--- src/pvd_pkg.sv ---
`timescale 1ns / 1ps
// ----------------------------------------------------------------------------
// pvd_pkg
// Shared types and constants for the prefix-length varint decoder.
// ----------------------------------------------------------------------------
package pvd_pkg;

  localparam int unsigned ByteW  = 8;
  localparam int unsigned ValueW = 32;
  localparam int unsigned LenW   = 4;
  localparam int unsigned RemW   = 3;
  localparam int unsigned ModeW  = 5;

  // Output tdata: value, length_bytes, zero fill up to whole bytes
  localparam int unsigned OutDataW = ((ValueW + LenW + 7) / 8) * 8;

  // Upper bounds of the prefix ranges, and single codes for the longer forms (top five bits of the first byte)
  localparam logic [ModeW-1:0] ModeOneMax   = 5'd15;
  localparam logic [ModeW-1:0] ModeTwoMax   = 5'd23;
  localparam logic [ModeW-1:0] ModeThreeMax = 5'd27;
  localparam logic [ModeW-1:0] ModeFour     = 5'd28;
  localparam logic [ModeW-1:0] ModeFive     = 5'd29;
  localparam logic [ModeW-1:0] ModeEight    = 5'd30;

  // One decoded result
  typedef struct packed {
    logic              valid;
    logic [ValueW-1:0] value;
    logic [LenW-1:0]   length_bytes;
    logic              bad_prefix;
  } result_t;

endpackage

--- src/pvd_decoder.sv ---
`timescale 1ns / 1ps
// ----------------------------------------------------------------------------
// pvd_decoder
// Per-byte decode state: gathers payload bytes and flags a finished integer.
// ----------------------------------------------------------------------------
module pvd_decoder (
  input  logic                      clk_i,
  input  logic                      rst_ni,
  input  logic                      accept_i,
  input  logic [pvd_pkg::ByteW-1:0] byte_i,
  output pvd_pkg::result_t          result_o
);
  import pvd_pkg::*;

  logic [ValueW-1:0] partial_q, partial_d;
  logic [RemW-1:0]   remain_q, remain_d;
  logic [LenW-1:0]   total_q, total_d;
  logic [ModeW-1:0]  mode;
  logic [ValueW-1:0] shifted;

  assign mode    = byte_i[ByteW-1:ByteW-ModeW];
  assign shifted = {partial_q[ValueW-ByteW-1:0], byte_i};

  // Next state and result for the byte on the input
  always_comb begin
    partial_d = partial_q;
    remain_d  = remain_q;
    total_d   = total_q;
    result_o  = '0;
    if (accept_i) begin
      if (remain_q == '0) begin
        // first byte of an integer: the prefix picks length and mask
        if (mode <= ModeOneMax) begin
          result_o.valid        = 1'b1;
          result_o.value        = {{(ValueW-7){1'b0}}, byte_i[6:0]};
          result_o.length_bytes = LenW'(1);
        end else if (mode <= ModeTwoMax) begin
          partial_d = {{(ValueW-6){1'b0}}, byte_i[5:0]};
          remain_d  = RemW'(1);
          total_d   = LenW'(2);
        end else if (mode <= ModeThreeMax) begin
          partial_d = {{(ValueW-5){1'b0}}, byte_i[4:0]};
          remain_d  = RemW'(2);
          total_d   = LenW'(3);
        end else if (mode == ModeFour) begin
          partial_d = {{(ValueW-3){1'b0}}, byte_i[2:0]};
          remain_d  = RemW'(3);
          total_d   = LenW'(4);
        end else if (mode == ModeFive) begin
          partial_d = {{(ValueW-3){1'b0}}, byte_i[2:0]};
          remain_d  = RemW'(4);
          total_d   = LenW'(5);
        end else if (mode == ModeEight) begin
          partial_d = {{(ValueW-3){1'b0}}, byte_i[2:0]};
          remain_d  = RemW'(7);
          total_d   = LenW'(8);
        end else begin
          // all-ones prefix: byte consumed, bad result at once
          result_o.valid        = 1'b1;
          result_o.length_bytes = LenW'(1);
          result_o.bad_prefix   = 1'b1;
        end
      end else begin
        // continuation byte; bits above 31 fall off the top
        remain_d = remain_q - RemW'(1);
        if (remain_q == RemW'(1)) begin
          result_o.valid        = 1'b1;
          result_o.value        = shifted;
          result_o.length_bytes = total_q;
          partial_d             = '0;
          total_d               = '0;
        end else begin
          partial_d = shifted;
        end
      end
    end
  end

  always_ff @(posedge clk_i or negedge rst_ni) begin
    if (!rst_ni) begin
      partial_q <= '0;
      remain_q  <= '0;
      total_q   <= '0;
    end else begin
      partial_q <= partial_d;
      remain_q  <= remain_d;
      total_q   <= total_d;
    end
  end

endmodule

--- src/prefix_varint32_decoder_top.sv ---
`timescale 1ns / 1ps
// ----------------------------------------------------------------------------
// prefix_varint32_decoder_top
// Stream decoder for big-endian prefix-length varints, 32-bit results.
// ----------------------------------------------------------------------------
// One byte is taken per clock cycle while s_axis_tready is high, and the
// decode for a byte finishes in the cycle it is accepted. Results go through
// an output register backed by a one-entry skid register, which takes a
// result while the output register is held, so s_axis_tready only drops
// when two finished results are both waiting on the master side.
module prefix_varint32_decoder_top (
  input  logic                         clk_i,
  input  logic                         rst_ni,
  input  logic                         s_axis_tvalid,
  output logic                         s_axis_tready,
  input  logic [7:0]                   s_axis_tdata,   // [7:0] data_byte
  output logic                         m_axis_tvalid,
  input  logic                         m_axis_tready,
  // [31:0] value, [35:32] length_bytes, [39:36] zero
  output logic [pvd_pkg::OutDataW-1:0] m_axis_tdata,
  output logic                         m_axis_tuser    // [0] bad_prefix
);
  import pvd_pkg::*;

  logic    in_accept;
  logic    out_pop;
  result_t res;
  result_t out_q, skid_q;

  assign s_axis_tready = !skid_q.valid;
  assign in_accept     = s_axis_tvalid && s_axis_tready;
  assign out_pop       = out_q.valid && m_axis_tready;

  pvd_decoder u_decoder (
    .clk_i    (clk_i),
    .rst_ni   (rst_ni),
    .accept_i (in_accept),
    .byte_i   (s_axis_tdata),
    .result_o (res)
  );

  // Output register with skid stage
  always_ff @(posedge clk_i or negedge rst_ni) begin
    if (!rst_ni) begin
      out_q  <= '0;
      skid_q <= '0;
    end else begin
      if (!out_q.valid || out_pop) begin
        if (skid_q.valid) begin
          out_q        <= skid_q;
          skid_q.valid <= 1'b0;
        end else begin
          out_q <= res;
        end
      end else if (res.valid) begin
        skid_q <= res;
      end
    end
  end

  assign m_axis_tvalid = out_q.valid;
  assign m_axis_tdata  = {{(OutDataW-ValueW-LenW){1'b0}}, out_q.length_bytes, out_q.value};
  assign m_axis_tuser  = out_q.bad_prefix;

endmodule

--- config.mk ---
export PLATFORM = sky130hd
export DESIGN_NAME = prefix_varint32_decoder_top
export DESIGN_NICKNAME = d
export VERILOG_FILES = /design/src/pvd_pkg.sv /design/src/pvd_decoder.sv /design/src/prefix_varint32_decoder_top.sv
export SDC_FILE = /design/constraint.sdc
export NUM_CORES = 1
export LEC_CHECK = 0
export BUFFER_PORTS_ARGS = -buffer_cell sky130_fd_sc_hd__buf_2
export CORE_UTILIZATION = 42
export DETAILED_ROUTE_END_ITERATION = 16
export GPL_ROUTABILITY_DRIVEN = 0
export HOLD_SLACK_MARGIN = 0.08
export PLACE_DENSITY = 0.71
export SLEW_MARGIN = 20
export SYNTH_ARGS = -nofsm -noshare
export SYNTH_HDL_FRONTEND = slang
export SYNTH_HIERARCHICAL = 1
export SYNTH_SLANG_ARGS = --single-unit
--- constraint.sdc ---
create_clock -name clk_i -period 2.25 [get_ports clk_i]
set_clock_uncertainty 0.05 [all_clocks]
set_input_delay 0.3375 -clock clk_i [delete_from_list [all_inputs] [get_ports clk_i]]
set_output_delay 0.3375 -clock clk_i [all_outputs]
set_load 0.005 [all_outputs]
==> flow_metrics.tcl <==
set metrics [dict create \
    drv_cap 0 \
    initial_core_util_pct 43.0 \
    diodes 0 \
    final_cells 645 \
    syn_area_um2 5670 \
    p_per_area_nw_per_um2 975 \
    placed_cells 628 \
    leakagePower_nw 3.37 \
    clockBufferDepth 2 \
    die_w_um 118 \
    drtIter0Drc 116 \
    arrival_ns 2.35 \
    synth.area.top_cells "dfrtp_1, mux2_4, mux2i_1, nor3_1, buf_6" \
    slew_violations 0 \
    fin_crit_sh_pct 96.0 \
    fin_nets 479 \
    wire_per_inst_um 16.6 \
    ios 55 \
    critPathKind "reg -> reg" \
    syn2layout_area_growth_pct 12.5 \
    yosys.area.top_type_share_pct 47.2 \
    htreeDepth 3 \
    worstPathMaxFanout 20 \
    cts_tree "built" \
    mostFrequentLayoutCells "mux2_4, dfrtp_1, buf_2" \
    ant_nets 0 \
    finalWirelength_mm 10.7 \
    grt_pass1_wl_mm 18.2 \
    dp_hpwl_mm 7.03 \
    fp.dieH_um 118 \
    grt_antenna_before_repair 0 \
    setup_viol 0 \
    vias 3257 \
    via_per_inst 5.05 \
    numCtsBuffers 9 \
    yosys_register_bits 107 \
    fin_ws_ns 0.0911 \
    use_met1_pct 22.6 \
    track_usage_pct 16.5 \
    synth.avg_cell_area_um2 13.7 \
    clock_latency_ns 0.35 \
    finalHoldViolCount 0 \
    rrSetupSlack_ns 0.09 \
    fin_crit_ns 2.16 \
    worst_ir_drop_vdd_v 0.000419 \
    status "completed" \
    grt.overflow.total 0 \
    dpl_worst_slack_ns -0.0372 \
    synth.yosys.seq_area_share_pct 47.2 \
    ys_types 40 \
    drtPass1Iterations 4 \
    synth_cells 414 \
    cp-end-kind "flop" \
    grtUsageMet2_pct 25.9 \
    root_buffer "clkbuf_16" \
    n_fill_cell 1153 \
    grt_pass1_vias 3506 \
    grt_max_degree 46 \
    core_um2 13200 \
    slew-limit-headroom_pct 51.1 \
    cts.sinks 107 \
    row_count 42 \
    hp-class "in -> reg" \
    multi_input_comb_area_um2 2630 \
    critPathLaunchType "flop" \
    fin_setup_tns_ns 0 \
    yosys_warnings 6 \
    dieArea_um2 14000 \
    use_met3_pct 3.14 \
    drc 0 \
    top_usage_layer "met2" \
    max_slew.worst_pin.slew_ns 0.733 \
    drive_gt1_share_pct 43.9 \
    portBuffers 50 \
    seq_area_um2 2680 \
    crit_required_ns 2.44 \
    synth_top_area_cell "dfrtp_1" \
    clock.fmax_ghz 0.463 \
    clk_pin_slew_ns 0.07 \
]
[kinds of logic (layout without fill, tap and decap cells)]
logic type               Yosys count  in the layout  share of synthesized area, %
adder cells (fa/ha/maj)            3              3                         0.662
multiplexers                     137            137                          33.8
flip-flops                       107            107                          47.2
other                              1              4                        0.0661
buffers and inverters             56            108                          6.97
AND/OR/NAND/NOR                   91             91                          8.56
AO/OA/AOI/OAI                     19             19                          2.74
[critical path, stage by stage, from the launching register on]
cell	delay (ns)
dfrtp_1	0.39
inv_1	0.14
ha_2	0.27
nor2_1	0.10
a311oi_2	0.31
nand3b_1	0.16
buf_4	0.27
mux2_4	0.34
[per-stage QoR]
step	instance area, um^2	utilization [%]	hold slack (ns)	total power [mW]
after floorplan	5680	-	-0.00809	3.94
after global routing	6380	48.3	0.210	6.56
after detailed placement	6000	45.5	0.311	4.35
final	6380	48.3	0.197	6.22
after CTS	6360	48.2	0.189	6.22
after global placement	6000	45.5	0.299	4.28
[cell usage after synthesis]
| master | count |
|---|---|
| dfrtp_1 | 107 |
| mux2_4 | 106 |
| nand2_1 | 28 |
| inv_1 | 27 |
| nor3_1 | 25 |
| mux2i_1 | 21 |
| and2_1 | 13 |
| buf_6 | 10 |
| mux2_2 | 10 |
| buf_4 | 6 |
| nor2_1 | 6 |
| buf_12 | 5 |
| buf_2 | 5 |
| nand2b_1 | 4 |
| o31ai_1 | 4 |
| a21oi_1 | 3 |
| ha_1 | 3 |
| nand3b_1 | 3 |
| o221ai_1 | 3 |
| and3_1 | 2 |
| buf_1 | 2 |
| nor2b_1 | 2 |
| o22ai_1 | 2 |
| a22o_1 | 1 |
| a2bb2oi_1 | 1 |
| a311oi_1 | 1 |
| a31o_1 | 1 |
| and3b_1 | 1 |
| and4_4 | 1 |
| and4bb_2 | 1 |
| conb_1 | 1 |
| inv_2 | 1 |
| nand2b_4 | 1 |
| nand4_1 | 1 |
| nand4b_1 | 1 |
| o21ai_0 | 1 |
| o21bai_2 | 1 |
| o22ai_4 | 1 |
| or3b_1 | 1 |
| or3b_2 | 1 |
[layout make-up]
class                   count  share of cell area [%]
flip-flops and latches    107                    42.0
multi-input cells         254                    41.2
repair buffers             64                    6.24
clock buffers               9                    3.53
well taps                 176                    3.45
clock inverters             7                    1.90
inverters                  28                    1.65
[timing repair]
| action | in CTS | in global routing |
|---|---|---|
| hold buffers | 1 | 0 |
| endpoints found under the hold margin | 39 | 0 |
| gates resized for setup | 1 | 3 |
| setup buffers | 0 | 0 |
| setup endpoints to repair | 37 | 37 |
[per-layer routing]
metal  vias to the layer above  wire, um
met4                         0       159
li1                       1517         -
met2                        86      4990
met5                         -         0
met1                      1641      5180
met3                        13       407
[path summary, 6_finish.rpt]
path | from | endpoint | cells past startpoint
max in group asynchronous | rst_ni | u_decoder/partial_q[6]$_DFFE_PN0P_ | 3
setup / recovery | u_decoder/remain_q[1]$_DFFE_PN0P_ | skid_q[10]$_DFFE_PN0P_ | 7
hold reg to reg | m_axis_tdata[7]$_DFFE_PN0P_ | m_axis_tdata[7]$_DFFE_PN0P_ | 1
hold / removal | s_axis_tdata[1] | u_decoder/partial_q[1]$_DFFE_PN0P_ | 3
setup reg to reg | u_decoder/remain_q[1]$_DFFE_PN0P_ | skid_q[10]$_DFFE_PN0P_ | 7
min in group asynchronous | rst_ni | m_axis_tdata[33]$_DFFE_PN0P_ | 2
[power breakdown]
group	total [mW]	internal [mW]	switching, mW
registers	2.51	2.29	0.221
clock network	1.83	1.10	0.733
logic	1.87	0.907	0.965
total	6.22	4.30	1.92
[registers in the layout, summed over array words and instances, names as in the netlist]
name / flops
m_axis_tvalid: 1
u_decoder/remain_q: 3
skid_q: 38
m_axis_tuser: 1
u_decoder/partial_q: 24
m_axis_tdata: 36
u_decoder/total_q: 4
No activity file was read; power rests on OpenSTA's default activity.
